File: config.mk
export PLATFORM = sky130hd
export DESIGN_NAME = node_discovery_response_parser_flat
export DESIGN_NICKNAME = d
export VERILOG_FILES = /design/src/rtl/core/ndrp_pkg.sv /design/src/rtl/core/ndrp_if.sv /design/src/rtl/core/node_discovery_response_parser.sv /design/src/rtl/core/ndrp_front.sv /design/src/rtl/core/ndrp_cmd_fifo.sv /design/src/rtl/core/ndrp_back.sv /design/src/flat_wrapper.sv
export SDC_FILE = /design/constraint.sdc
export NUM_CORES = 1
export LEC_CHECK = 0
export BUFFER_PORTS_ARGS = -buffer_cell sky130_fd_sc_hd__buf_2
export CAP_MARGIN = 5
export CELL_PAD_IN_SITES_DETAIL_PLACEMENT = 1
export CELL_PAD_IN_SITES_GLOBAL_PLACEMENT = 1
export CORE_MARGIN = 5
export CORE_UTILIZATION = 25
export DETAILED_ROUTE_END_ITERATION = 6
export GPL_ROUTABILITY_DRIVEN = 0
export PLACE_DENSITY = 0.49
export SLEW_MARGIN = 25
export SYNTH_ARGS = -nofsm -noshare
export SYNTH_HDL_FRONTEND = slang
export SYNTH_SLANG_ARGS = --single-unit
File: constraint.sdc
create_clock -name clk_i -period 6.01 [get_ports clk_i]
set_clock_uncertainty 0.15 [all_clocks]
set_input_delay 0.601 -clock clk_i [delete_from_list [all_inputs] [get_ports clk_i]]
set_output_delay 0.601 -clock clk_i [all_outputs]
set_load 0.02 [all_outputs]
File: src/rtl/core/ndrp_pkg.sv
// Shared types, constants and helpers for the node discovery response parser.
// Depends on nothing; every other file of the block uses it.
`default_nettype none

package ndrp_pkg;

  // Default configuration and limits
  localparam int RECORD_LEN_DEF = 48;
  localparam int MAX_NODES_DEF  = 8;
  localparam int MAX_NODES_LIM  = 16;

  // Field widths of the channels
  localparam int CHAR_W     = 8;
  localparam int SLOT_W     = 3;
  localparam int ADDR_W     = 64;
  localparam int STRENGTH_W = 8;
  localparam int PADDR_W    = 3;
  localparam int PDATA_W    = 32;

  // Command word widths, sized for the largest table
  localparam int SLOT_IDX_W = $clog2(MAX_NODES_LIM);
  localparam int CNT_MAX_W  = $clog2(MAX_NODES_LIM + 1);

  // Record layout
  localparam logic [CHAR_W-1:0] SYNC_CHAR = 8'h46;
  localparam int ADDR_HI_OFS  = 5;
  localparam int ADDR_LO_OFS  = 14;
  localparam int ADDR_DIGITS  = 8;
  localparam int STRENGTH_OFS = 46;

  // Register map
  localparam logic [PADDR_W-1:0] REG_RESPONSE_MODE = 3'd0;

  // Command word from the front end to the table/emit engine
  typedef struct packed {
    logic                    store;
    logic                    emit;
    logic [SLOT_IDX_W-1:0]   slot;
    logic [ADDR_W-1:0]       addr;
    logic [STRENGTH_W-1:0]   strength;
    logic                    bad;
    logic [CNT_MAX_W-1:0]    count;
    logic                    nbr;
  } cmd_t;

  // Back end sequencer
  typedef enum logic [1:0] {
    BK_IDLE,
    BK_READ,
    BK_SEND,
    BK_REJECT
  } bk_state_e;

  // Hex digit decode: value in [3:0], valid flag in [4]
  function automatic logic [4:0] hex_decode(input logic [CHAR_W-1:0] c);
    logic [4:0] r;
    r = 5'd0;
    if (c >= 8'h30 && c <= 8'h39) begin
      r = {1'b1, 4'(c - 8'h30)};
    end else if (c >= 8'h41 && c <= 8'h46) begin
      r = {1'b1, 4'(c - 8'h41 + 8'd10)};
    end
    return r;
  endfunction

endpackage

`default_nettype wire

File: src/rtl/core/ndrp_if.sv
// Handshake channels of the parser: character input and table result output.
// Depends on ndrp_pkg for field widths.
`default_nettype none

interface ndrp_in_if;
  logic                         valid;
  logic                         ready;
  logic [ndrp_pkg::CHAR_W-1:0]  char_in;
  logic                         final_char;

  modport source (output valid, output char_in, output final_char, input ready);
  modport sink   (input valid, input char_in, input final_char, output ready);
endinterface

interface ndrp_out_if;
  logic                             valid;
  logic                             ready;
  logic                             status;
  logic [ndrp_pkg::SLOT_W-1:0]      slot;
  logic [ndrp_pkg::ADDR_W-1:0]      address;
  logic [ndrp_pkg::STRENGTH_W-1:0]  strength;
  logic                             bad_digit;
  logic                             truncated;
  logic                             last_result;

  modport source (output valid, output status, output slot, output address,
                  output strength, output bad_digit, output truncated,
                  output last_result, input ready);
  modport sink   (input valid, input status, input slot, input address,
                  input strength, input bad_digit, input truncated,
                  input last_result, output ready);
endinterface

`default_nettype wire

File: src/rtl/core/node_discovery_response_parser.sv
// Node discovery response parser: takes one ASCII character per accepted word
// and, at the last character of a response, emits one word per table slot
// (MAX_NODES-1 words) or a single rejection word. The front end takes one
// character per cycle while the two-word command queue has room; it stalls
// only when a response end is still being emitted and two more commands wait.
// Emission runs through a registered table read for each result (BK_READ, then
// BK_SEND) and waits on output backpressure; a rejection is sent from BK_REJECT.
// Register 0 at byte address 0 (bit 0) selects neighbor mode; write it only
// while the block is idle.
// Depends on ndrp_pkg, ndrp_if, ndrp_front, ndrp_cmd_fifo and ndrp_back.
`default_nettype none

module node_discovery_response_parser #(
  parameter int RECORD_LEN = ndrp_pkg::RECORD_LEN_DEF,
  parameter int MAX_NODES  = ndrp_pkg::MAX_NODES_DEF
) (
  input  wire                             clk_i,
  input  wire                             rst_ni,
  ndrp_in_if.sink                         in_ch,
  ndrp_out_if.source                      out_ch,
  input  wire                             psel,
  input  wire                             penable,
  input  wire                             pwrite,
  input  wire [ndrp_pkg::PADDR_W-1:0]     paddr,
  input  wire [ndrp_pkg::PDATA_W-1:0]     pwdata,
  output logic [ndrp_pkg::PDATA_W-1:0]    prdata,
  output logic                            pready
);
  import ndrp_pkg::*;

  logic mode_q;
  logic reg_hit;

  logic fq_push_valid, fq_push_ready, fq_pop_valid, fq_pop_ready;
  cmd_t fq_push_data, fq_pop_data;

  // Config register
  assign pready  = 1'b1;
  assign reg_hit = (paddr[PADDR_W-1:2] == REG_RESPONSE_MODE[PADDR_W-1:2]);

  always_ff @(posedge clk_i or negedge rst_ni) begin
    if (!rst_ni) begin
      mode_q <= 1'b0;
    end else if (psel && penable && pwrite && reg_hit) begin
      mode_q <= pwdata[0];
    end
  end

  assign prdata = reg_hit ? {{(PDATA_W-1){1'b0}}, mode_q} : '0;

  // Character parser
  ndrp_front #(
    .RECORD_LEN (RECORD_LEN),
    .MAX_NODES  (MAX_NODES)
  ) u_front (
    .clk_i       (clk_i),
    .rst_ni      (rst_ni),
    .mode_i      (mode_q),
    .in_ch       (in_ch),
    .cmd_valid_o (fq_push_valid),
    .cmd_ready_i (fq_push_ready),
    .cmd_o       (fq_push_data)
  );

  // Command queue
  ndrp_cmd_fifo u_fifo (
    .clk_i        (clk_i),
    .rst_ni       (rst_ni),
    .push_valid_i (fq_push_valid),
    .push_ready_o (fq_push_ready),
    .push_data_i  (fq_push_data),
    .pop_valid_o  (fq_pop_valid),
    .pop_ready_i  (fq_pop_ready),
    .pop_data_o   (fq_pop_data)
  );

  // Table and emitter
  ndrp_back #(
    .MAX_NODES (MAX_NODES)
  ) u_back (
    .clk_i       (clk_i),
    .rst_ni      (rst_ni),
    .cmd_valid_i (fq_pop_valid),
    .cmd_ready_o (fq_pop_ready),
    .cmd_i       (fq_pop_data),
    .out_ch      (out_ch)
  );

endmodule

`default_nettype wire

File: src/rtl/core/ndrp_front.sv
// Front end: aligns on the sync character, cuts records and decodes hex fields.
// Depends on ndrp_pkg and ndrp_in_if; emits cmd_t words toward the queue.
`default_nettype none

module ndrp_front #(
  parameter int RECORD_LEN = ndrp_pkg::RECORD_LEN_DEF,
  parameter int MAX_NODES  = ndrp_pkg::MAX_NODES_DEF
) (
  input  wire                 clk_i,
  input  wire                 rst_ni,
  input  wire                 mode_i,
  ndrp_in_if.sink             in_ch,
  output logic                cmd_valid_o,
  input  wire                 cmd_ready_i,
  output ndrp_pkg::cmd_t      cmd_o
);
  import ndrp_pkg::*;

  localparam int POS_W = $clog2(RECORD_LEN);
  localparam int CNT_W = $clog2(MAX_NODES + 1);
  localparam int SLOTS = MAX_NODES - 1;

  logic                  aligned_q, aligned_d;
  logic [POS_W-1:0]      pos_q, pos_d;
  logic [CNT_W-1:0]      cnt_q, cnt_d;
  logic [ADDR_W-1:0]     addr_q, addr_d;
  logic [STRENGTH_W-1:0] str_q, str_d;
  logic                  bad_q, bad_d;

  logic                  acc, go, rec_end, in_addr, in_str, store;
  logic [4:0]            hex;
  logic [CNT_W-1:0]      cnt_inc, cnt_end;
  logic [ADDR_W-1:0]     addr_n;
  logic [STRENGTH_W-1:0] str_n;
  logic                  bad_n;

  // Input is taken whenever the queue has room
  assign in_ch.ready = cmd_ready_i;
  assign acc         = in_ch.valid & cmd_ready_i;

  // Field decode for the current character
  always_comb begin
    go      = aligned_q | (in_ch.char_in == SYNC_CHAR);
    hex     = hex_decode(in_ch.char_in);
    in_addr = (pos_q >= POS_W'(ADDR_HI_OFS) && pos_q < POS_W'(ADDR_HI_OFS + ADDR_DIGITS)) ||
              (pos_q >= POS_W'(ADDR_LO_OFS) && pos_q < POS_W'(ADDR_LO_OFS + ADDR_DIGITS));
    in_str  = mode_i && (pos_q == POS_W'(STRENGTH_OFS) || pos_q == POS_W'(STRENGTH_OFS + 1));
    addr_n  = in_addr ? {addr_q[ADDR_W-5:0], hex[3:0]} : addr_q;
    str_n   = in_str ? {str_q[STRENGTH_W-5:0], hex[3:0]} : str_q;
    bad_n   = bad_q | ((in_addr | in_str) & ~hex[4]);
    rec_end = go && (pos_q == POS_W'(RECORD_LEN - 1));
    cnt_inc = (cnt_q < CNT_W'(SLOTS + 1)) ? cnt_q + CNT_W'(1) : cnt_q;
    cnt_end = rec_end ? cnt_inc : cnt_q;
    store   = rec_end && (cnt_q < CNT_W'(SLOTS));
  end

  // Command word: table write and/or end-of-response emit
  always_comb begin
    cmd_valid_o    = acc & (store | in_ch.final_char);
    cmd_o.store    = store;
    cmd_o.emit     = in_ch.final_char;
    cmd_o.slot     = SLOT_IDX_W'(cnt_q);
    cmd_o.addr     = addr_n;
    cmd_o.strength = str_n;
    cmd_o.bad      = bad_n;
    cmd_o.count    = CNT_MAX_W'(cnt_end);
    cmd_o.nbr      = mode_i;
  end

  // Parse state update
  always_comb begin
    aligned_d = aligned_q;
    pos_d     = pos_q;
    cnt_d     = cnt_q;
    addr_d    = addr_q;
    str_d     = str_q;
    bad_d     = bad_q;
    if (acc) begin
      if (in_ch.final_char) begin
        aligned_d = 1'b0;
        pos_d     = '0;
        cnt_d     = '0;
        addr_d    = '0;
        str_d     = '0;
        bad_d     = 1'b0;
      end else if (go) begin
        aligned_d = 1'b1;
        if (rec_end) begin
          pos_d  = '0;
          cnt_d  = cnt_inc;
          addr_d = '0;
          str_d  = '0;
          bad_d  = 1'b0;
        end else begin
          pos_d  = pos_q + POS_W'(1);
          addr_d = addr_n;
          str_d  = str_n;
          bad_d  = bad_n;
        end
      end
    end
  end

  always_ff @(posedge clk_i or negedge rst_ni) begin
    if (!rst_ni) begin
      aligned_q <= 1'b0;
      pos_q     <= '0;
      cnt_q     <= '0;
      addr_q    <= '0;
      str_q     <= '0;
      bad_q     <= 1'b0;
    end else begin
      aligned_q <= aligned_d;
      pos_q     <= pos_d;
      cnt_q     <= cnt_d;
      addr_q    <= addr_d;
      str_q     <= str_d;
      bad_q     <= bad_d;
    end
  end

endmodule

`default_nettype wire

File: src/rtl/core/ndrp_cmd_fifo.sv
// Two-word command queue between the parser front end and the table engine.
// Depends on ndrp_pkg for the cmd_t word.
`default_nettype none

module ndrp_cmd_fifo (
  input  wire             clk_i,
  input  wire             rst_ni,
  input  wire             push_valid_i,
  output logic            push_ready_o,
  input  ndrp_pkg::cmd_t  push_data_i,
  output logic            pop_valid_o,
  input  wire             pop_ready_i,
  output ndrp_pkg::cmd_t  pop_data_o
);
  import ndrp_pkg::*;

  cmd_t       mem_q [2];
  logic       wr_ptr_q, rd_ptr_q;
  logic [1:0] cnt_q;
  logic       push, pop;

  assign push_ready_o = (cnt_q != 2'd2);
  assign pop_valid_o  = (cnt_q != 2'd0);
  assign pop_data_o   = mem_q[rd_ptr_q];
  assign push         = push_valid_i & push_ready_o;
  assign pop          = pop_ready_i & pop_valid_o;

  // Storage
  always_ff @(posedge clk_i) begin
    if (push) begin
      mem_q[wr_ptr_q] <= push_data_i;
    end
  end

  // Pointers and fill count
  always_ff @(posedge clk_i or negedge rst_ni) begin
    if (!rst_ni) begin
      wr_ptr_q <= 1'b0;
      rd_ptr_q <= 1'b0;
      cnt_q    <= 2'd0;
    end else begin
      if (push) wr_ptr_q <= ~wr_ptr_q;
      if (pop)  rd_ptr_q <= ~rd_ptr_q;
      cnt_q <= cnt_q + {1'b0, push} - {1'b0, pop};
    end
  end

endmodule

`default_nettype wire

File: src/rtl/core/ndrp_back.sv
// Back end: node table and result emitter, one table read per result.
// Depends on ndrp_pkg and ndrp_out_if; consumes cmd_t words from the queue.
`default_nettype none

module ndrp_back #(
  parameter int MAX_NODES = ndrp_pkg::MAX_NODES_DEF
) (
  input  wire             clk_i,
  input  wire             rst_ni,
  input  wire             cmd_valid_i,
  output logic            cmd_ready_o,
  input  ndrp_pkg::cmd_t  cmd_i,
  ndrp_out_if.source      out_ch
);
  import ndrp_pkg::*;

  localparam int SLOTS = MAX_NODES - 1;
  localparam int IDX_W = $clog2(MAX_NODES);

  // Node table
  logic [ADDR_W-1:0]     tbl_addr [SLOTS];
  logic [STRENGTH_W-1:0] tbl_str  [SLOTS];
  logic                  tbl_bad  [SLOTS];

  logic [ADDR_W-1:0]     rd_addr_q;
  logic [STRENGTH_W-1:0] rd_str_q;
  logic                  rd_bad_q;

  bk_state_e             state_q, state_d;
  logic [IDX_W-1:0]      k_q;
  logic [CNT_MAX_W-1:0]  cnt_q;
  logic                  nbr_q, over_q;

  logic                  out_valid_q;
  logic                  out_status_q, out_bad_q, out_trunc_q, out_last_q;
  logic [SLOT_W-1:0]     out_slot_q;
  logic [ADDR_W-1:0]     out_addr_q;
  logic [STRENGTH_W-1:0] out_str_q;

  logic cmd_over, out_free, k_last, filled;
  logic tbl_we, rd_en, latch_emit, load_slot, load_rej, k_inc;

  assign cmd_over = cmd_i.count > CNT_MAX_W'(SLOTS);
  assign out_free = ~out_valid_q | out_ch.ready;
  assign k_last   = (k_q == IDX_W'(SLOTS - 1));
  assign filled   = CNT_MAX_W'(k_q) < cnt_q;

  // Next state
  always_comb begin
    state_d = state_q;
    unique case (state_q)
      BK_IDLE: begin
        if (cmd_valid_i && cmd_i.emit) begin
          state_d = (cmd_over && !cmd_i.nbr) ? BK_REJECT : BK_READ;
        end
      end
      BK_READ:   state_d = BK_SEND;
      BK_SEND: begin
        if (out_free) state_d = k_last ? BK_IDLE : BK_READ;
      end
      BK_REJECT: begin
        if (out_free) state_d = BK_IDLE;
      end
      default:   state_d = BK_IDLE;
    endcase
  end

  // State outputs
  always_comb begin
    cmd_ready_o = 1'b0;
    tbl_we      = 1'b0;
    latch_emit  = 1'b0;
    rd_en       = 1'b0;
    load_slot   = 1'b0;
    load_rej    = 1'b0;
    k_inc       = 1'b0;
    unique case (state_q)
      BK_IDLE: begin
        cmd_ready_o = 1'b1;
        tbl_we      = cmd_valid_i & cmd_i.store;
        latch_emit  = cmd_valid_i & cmd_i.emit;
      end
      BK_READ:   rd_en = 1'b1;
      BK_SEND: begin
        load_slot = out_free;
        k_inc     = out_free & ~k_last;
      end
      BK_REJECT: load_rej = out_free;
      default: ;
    endcase
  end

  // Table write and registered read
  always_ff @(posedge clk_i) begin
    if (tbl_we) begin
      tbl_addr[cmd_i.slot[IDX_W-1:0]] <= cmd_i.addr;
      tbl_str[cmd_i.slot[IDX_W-1:0]]  <= cmd_i.strength;
      tbl_bad[cmd_i.slot[IDX_W-1:0]]  <= cmd_i.bad;
    end
    if (rd_en) begin
      rd_addr_q <= tbl_addr[k_q];
      rd_str_q  <= tbl_str[k_q];
      rd_bad_q  <= tbl_bad[k_q];
    end
  end

  // Emit context, captured at the end-of-response command
  always_ff @(posedge clk_i) begin
    if (latch_emit) begin
      cnt_q  <= cmd_i.count;
      nbr_q  <= cmd_i.nbr;
      over_q <= cmd_over;
    end
  end

  // Sequencer state and slot index
  always_ff @(posedge clk_i or negedge rst_ni) begin
    if (!rst_ni) begin
      state_q <= BK_IDLE;
      k_q     <= '0;
    end else begin
      state_q <= state_d;
      if (latch_emit) begin
        k_q <= '0;
      end else if (k_inc) begin
        k_q <= k_q + IDX_W'(1);
      end
    end
  end

  // Output register
  always_ff @(posedge clk_i or negedge rst_ni) begin
    if (!rst_ni) begin
      out_valid_q <= 1'b0;
    end else if (load_slot | load_rej) begin
      out_valid_q <= 1'b1;
    end else if (out_ch.ready) begin
      out_valid_q <= 1'b0;
    end
  end

  always_ff @(posedge clk_i) begin
    if (load_slot) begin
      out_status_q <= 1'b0;
      out_slot_q   <= SLOT_W'(k_q);
      out_addr_q   <= filled ? rd_addr_q : '0;
      out_str_q    <= (filled && nbr_q) ? rd_str_q : '0;
      out_bad_q    <= filled & rd_bad_q;
      out_trunc_q  <= over_q;
      out_last_q   <= k_last;
    end else if (load_rej) begin
      out_status_q <= 1'b1;
      out_slot_q   <= '0;
      out_addr_q   <= '0;
      out_str_q    <= '0;
      out_bad_q    <= 1'b0;
      out_trunc_q  <= 1'b0;
      out_last_q   <= 1'b1;
    end
  end

  assign out_ch.valid       = out_valid_q;
  assign out_ch.status      = out_status_q;
  assign out_ch.slot        = out_slot_q;
  assign out_ch.address     = out_addr_q;
  assign out_ch.strength    = out_str_q;
  assign out_ch.bad_digit   = out_bad_q;
  assign out_ch.truncated   = out_trunc_q;
  assign out_ch.last_result = out_last_q;

endmodule

`default_nettype wire
File: src/flat_wrapper.sv
// flat-port wrapper written by rule: the top's interface ports become plain ports
module node_discovery_response_parser_flat import ndrp_pkg::*;
#(
  parameter int RECORD_LEN = ndrp_pkg::RECORD_LEN_DEF,
  parameter int MAX_NODES  = ndrp_pkg::MAX_NODES_DEF
)
  (clk_i, rst_ni, psel, penable, pwrite, paddr, pwdata, prdata, pready, in_ch_valid, in_ch_char_in, in_ch_final_char, in_ch_ready, out_ch_valid, out_ch_status, out_ch_slot, out_ch_address, out_ch_strength, out_ch_bad_digit, out_ch_truncated, out_ch_last_result, out_ch_ready);
  ndrp_in_if in_ch_i ();
  ndrp_out_if out_ch_i ();
  input  wire clk_i;
  input  wire rst_ni;
  input  wire psel;
  input  wire penable;
  input  wire pwrite;
  input  wire [ndrp_pkg::PADDR_W-1:0] paddr;
  input  wire [ndrp_pkg::PDATA_W-1:0] pwdata;
  output logic [ndrp_pkg::PDATA_W-1:0] prdata;
  output logic pready;
  input wire logic [$bits(in_ch_i.valid)-1:0] in_ch_valid;
  input wire logic [$bits(in_ch_i.char_in)-1:0] in_ch_char_in;
  input wire logic [$bits(in_ch_i.final_char)-1:0] in_ch_final_char;
  output wire logic [$bits(in_ch_i.ready)-1:0] in_ch_ready;
  output wire logic [$bits(out_ch_i.valid)-1:0] out_ch_valid;
  output wire logic [$bits(out_ch_i.status)-1:0] out_ch_status;
  output wire logic [$bits(out_ch_i.slot)-1:0] out_ch_slot;
  output wire logic [$bits(out_ch_i.address)-1:0] out_ch_address;
  output wire logic [$bits(out_ch_i.strength)-1:0] out_ch_strength;
  output wire logic [$bits(out_ch_i.bad_digit)-1:0] out_ch_bad_digit;
  output wire logic [$bits(out_ch_i.truncated)-1:0] out_ch_truncated;
  output wire logic [$bits(out_ch_i.last_result)-1:0] out_ch_last_result;
  input wire logic [$bits(out_ch_i.ready)-1:0] out_ch_ready;
  assign in_ch_i.valid = in_ch_valid;
  assign in_ch_i.char_in = in_ch_char_in;
  assign in_ch_i.final_char = in_ch_final_char;
  assign in_ch_ready = in_ch_i.ready;
  assign out_ch_valid = out_ch_i.valid;
  assign out_ch_status = out_ch_i.status;
  assign out_ch_slot = out_ch_i.slot;
  assign out_ch_address = out_ch_i.address;
  assign out_ch_strength = out_ch_i.strength;
  assign out_ch_bad_digit = out_ch_i.bad_digit;
  assign out_ch_truncated = out_ch_i.truncated;
  assign out_ch_last_result = out_ch_i.last_result;
  assign out_ch_i.ready = out_ch_ready;
  node_discovery_response_parser #(.RECORD_LEN(RECORD_LEN), .MAX_NODES(MAX_NODES)) u_core (.clk_i(clk_i), .rst_ni(rst_ni), .in_ch(in_ch_i), .out_ch(out_ch_i), .psel(psel), .penable(penable), .pwrite(pwrite), .paddr(paddr), .pwdata(pwdata), .prdata(prdata), .pready(pready));
endmodule
==> impl_metrics.csv <==
group,metric,value,unit
timing,fmax,0.295,GHz
yosys,synthDistinctLibCells,60,
clock_tree,cts.sinks,930,
die,die_area,152000,sq um
placed_design,port_buffers,99,
yosys,synthMuxAreaShare,13.6,%
setup_path,cp.required,6.47,ns
yosys,synth_compound_area_share,3.91,%
clock_tree,root_buffer,"clkbuf_16",
die,core,143000,sq um
setup_path,critical_path.startpoint,"u_core.u_front.pos_q[0]",
die,num_io_pins,165,
yosys,synth-xor-area-share,0.219,%
timing,worst_slew_pin_slew,1.02,ns
die,die_h,389,um
final_layout,postLayoutCoreUtil,29.5,%
power_and_ir_drop,finalPower,19100,uW
placed_design,dp_hpwl,44.2,mm
clock_tree,numCtsBuffers,105,
job,cap_violations,0,
yosys,synth_top_family_by_area,"multiplexers",
final_layout,fin_nets,2124,
clock_tree,clk_latency,0.69,ns
yosys,syn_area,36000,sq um
route,drt_iter0_markers,789,
yosys,synthArstFlopShare,10.2,%
power_and_ir_drop,power_density,452,nW/um^2
setup_path,r2r_start,"u_core.u_front.pos_q[0]",
route,vias,17100,
yosys,synthSimpleGateAreaFrac,3.50,%
setup_path,endpoint_kind,"flip-flop",
setup_path,critPathMaxFanout,64,
route,drt-pass1-iter-count,5,
global_routing,grt_antenna_before_repair,5,
power_and_ir_drop,ir_worst_vdd,0.271,mV
timing,period_share,56.4,%
global_routing,grt_pass1_wl,121,mm
final_layout,fillers,14700,
final_layout,syn2layout_area_growth,17.5,%
route,ant_nets,0,
timing,setup_violations,0,
yosys,ys_ff_latch,930,
clock_tree,clockBufferDepth,3,
outcome,outcome,"completed",
timing,fin_tns_setup,0,ns
final_layout,layout-drive-gt1-share,28.3,%
die,initial_core_util,25.1,%
setup_path,worstSetupPathType,"flip-flop to flip-flop",
setup_path,crit_path_start_kind,"flip-flop",
clock_tree,htree_levels,3,
placed_design,dp_cells,3852,
die,die_w,389,um
route,drt-total-wl,80.9,mm
timing,relSlewSlack,31.8,%
final_layout,stdcell_count,4053,
yosys,syn_inst,1908,
clock_tree,cts_tree,"yes",
yosys,avgSynthCellArea,18.8,sq um
route,drc,0,
clock_tree,clk_pin_slew,0.06,ns
clock_tree,cts_resized,0,
global_routing,grt_start_max_net_pins,97,
yosys,synthAdderAreaFrac,0.487,%
global_routing,grt_pass1_vias,19100,
yosys,synth_edf_count,834,
setup_path,cp.arrival,3.85,ns
die,std_cell_rows,139,
global_routing,grt_overflow,0,
route,wl_per_cell,19.9,um
hold_path,hold_class,"primary input to flip-flop",
setup_path,reg2reg_to,"u_core.u_front.addr_q[17]",
timing,post-route-min-period,3.39,ns
final_layout,diodes,0,
setup_path,crit_end,"u_core.u_front.addr_q[17]",
setup_path,r2r_cells,8,
setup_path,r2r_slack,2.62,ns
timing,drv_slew,0,
timing,hold_viol,0,
yosys,synth_ff_type,"edfxtp_1",
yosys,seq_area_frac_synth,76.3,%
timing,rsz0062_at_grt,"false",
yosys,ys_warn_count,0,
route,vias_per_cell,4.22,
power_and_ir_drop,leakage,0.0142,uW
global_routing,grt_usage,10.5,%
## synthesized netlist by cell type, drive strengths merged (8+ instances only)
cell type	n	share of area (%)
nor2	19	0.25
a22o	75	1.8
inv	16	0.17
buf	63	1.2
mux4	73	4.6
mux2i	75	2.1
dfrtp	95	6.6
a21oi	8	0.12
nor3	9	0.13
ha	14	0.49
edfxtp	834	70
o21ai	89	1.2
clkbuf	59	0.62
and3	9	0.16
nand2	99	1.0
and2	71	1.2
mux2	222	7.0
## state kept, by name, indices dropped and copies added (netlist names), 3 cells and up
signal                         cells
u_core.u_back.out_ch.address      64
u_core.u_back.out_ch.strength      8
u_core.u_front.addr_q             64
u_core.u_back.cnt_q                4
u_core.u_front.str_q               8
u_core.u_back.tbl_str             56
u_core.u_back.tbl_bad              7
u_core.u_back.rd_addr_q           64
u_core.u_back.k_q                  3
u_core.u_back.tbl_addr           448
u_core.u_back.rd_str_q             8
u_core.u_front.pos_q               6
u_core.u_back.out_ch.slot          3
u_core.u_front.cnt_q               4
u_core.u_fifo.mem_q              166
## routing by layer
| metal | up-vias | GRT usage (%) | share of wire [%] |
|---|---|---|---|
| li1 | 7750 | - | - |
| met1 | 8955 | 13.2 | 44 |
| met2 | 266 | 18.2 | 50 |
| met3 | 117 | 2.07 | 3.9 |
| met4 | 0 | 3.46 | 2.4 |
| met5 | - | 0 | 0 |
## final cells by class
type                    instances  area [sq um]  area share [%]
flip-flops and latches        930         27500            64.9
multi-input cells             870          8040            19.0
clock buffers                 140          2870            6.79
well taps                    1903          2380            5.63
repair buffers                136           951            2.25
clock inverters                58           523            1.24
inverters                      16          60.1           0.142
## worst min-delay path by stage
stage | start | to | slack [ns] | depth (start not counted)
2_1_floorplan | rst_ni | u_core.mode_q | 0.16 | 0
3_3_place_gp | u_core.u_front.str_q[6] | u_core.u_front.str_q[6] | 0.33 | 1
3_5_place_dp | u_core.u_front.addr_q[60] | u_core.u_front.addr_q[60] | 0.33 | 1
4_1_cts | pwrite | u_core.mode_q | 0.05 | 3
5_1_grt | pwrite | u_core.mode_q | 0.1 | 3
6_report | pwrite | u_core.mode_q | 0.12 | 3
## metrics by stage
| step | instance area (sq um) | setup slack [ns] | hold WS, ns |
|---|---|---|---|
| 2_1_floorplan | 36100 | 1.03 | 0.155 |
| 3_3_place_gp | 38700 | 2.17 | 0.327 |
| 3_5_place_dp | 38900 | 2.13 | 0.333 |
| 4_1_cts | 42300 | 2.52 | 0.0507 |
| 5_1_grt | 42300 | 2.39 | 0.0970 |
| 6_report | 42300 | 2.62 | 0.121 |
## layout by cell type (no fill, tap or decap), types with 70 or more instances in the layout
cell and instances:
dfrtp_1 91, and2_1 70, mux2i_1 75, a22o_1 75, mux2_2 222, edfxtp_1 834
buf_2 98, o21ai_0 89, mux4_2 73, nand2_1 99, clkbuf_16 106
## power breakdown
| part | switching (uW) | leakage, uW | internal, uW | total [uW] |
|---|---|---|---|---|
| logic | 2470 | 0.00361 | 1540 | 4010 |
| clock network | 2580 | 0.00166 | 3660 | 6250 |
| registers | 385 | 0.00891 | 8470 | 8860 |
| total | 5430 | 0.0142 | 13700 | 19100 |
## critical path, stage by stage (launching register included)
cell and delay (ns):
dfrtp_1 0.42, inv_1 0.16, ha_1 0.20, nor4b_1 0.06, o21ai_0 0.29, nand3_4 0.35
buf_4 0.44, nor2_8 0.88, a22o_1 0.28
## cells by family after synthesis
family / Yosys count
and+or+nand+nor: 241
AOI/OAI and AO/OA: 204
adders and majority gates: 14
muxes: 370
buffers and inverters: 138
DFF: 930
xor gates and xnor gates: 9
other: 2
## what timing repair did
item                                   CTS  global route
buffers inserted                         0             0
hold buffers                             3             0
endpoints found under the hold margin   50             0
Note: power is estimated with default switching activity, not from simulation.
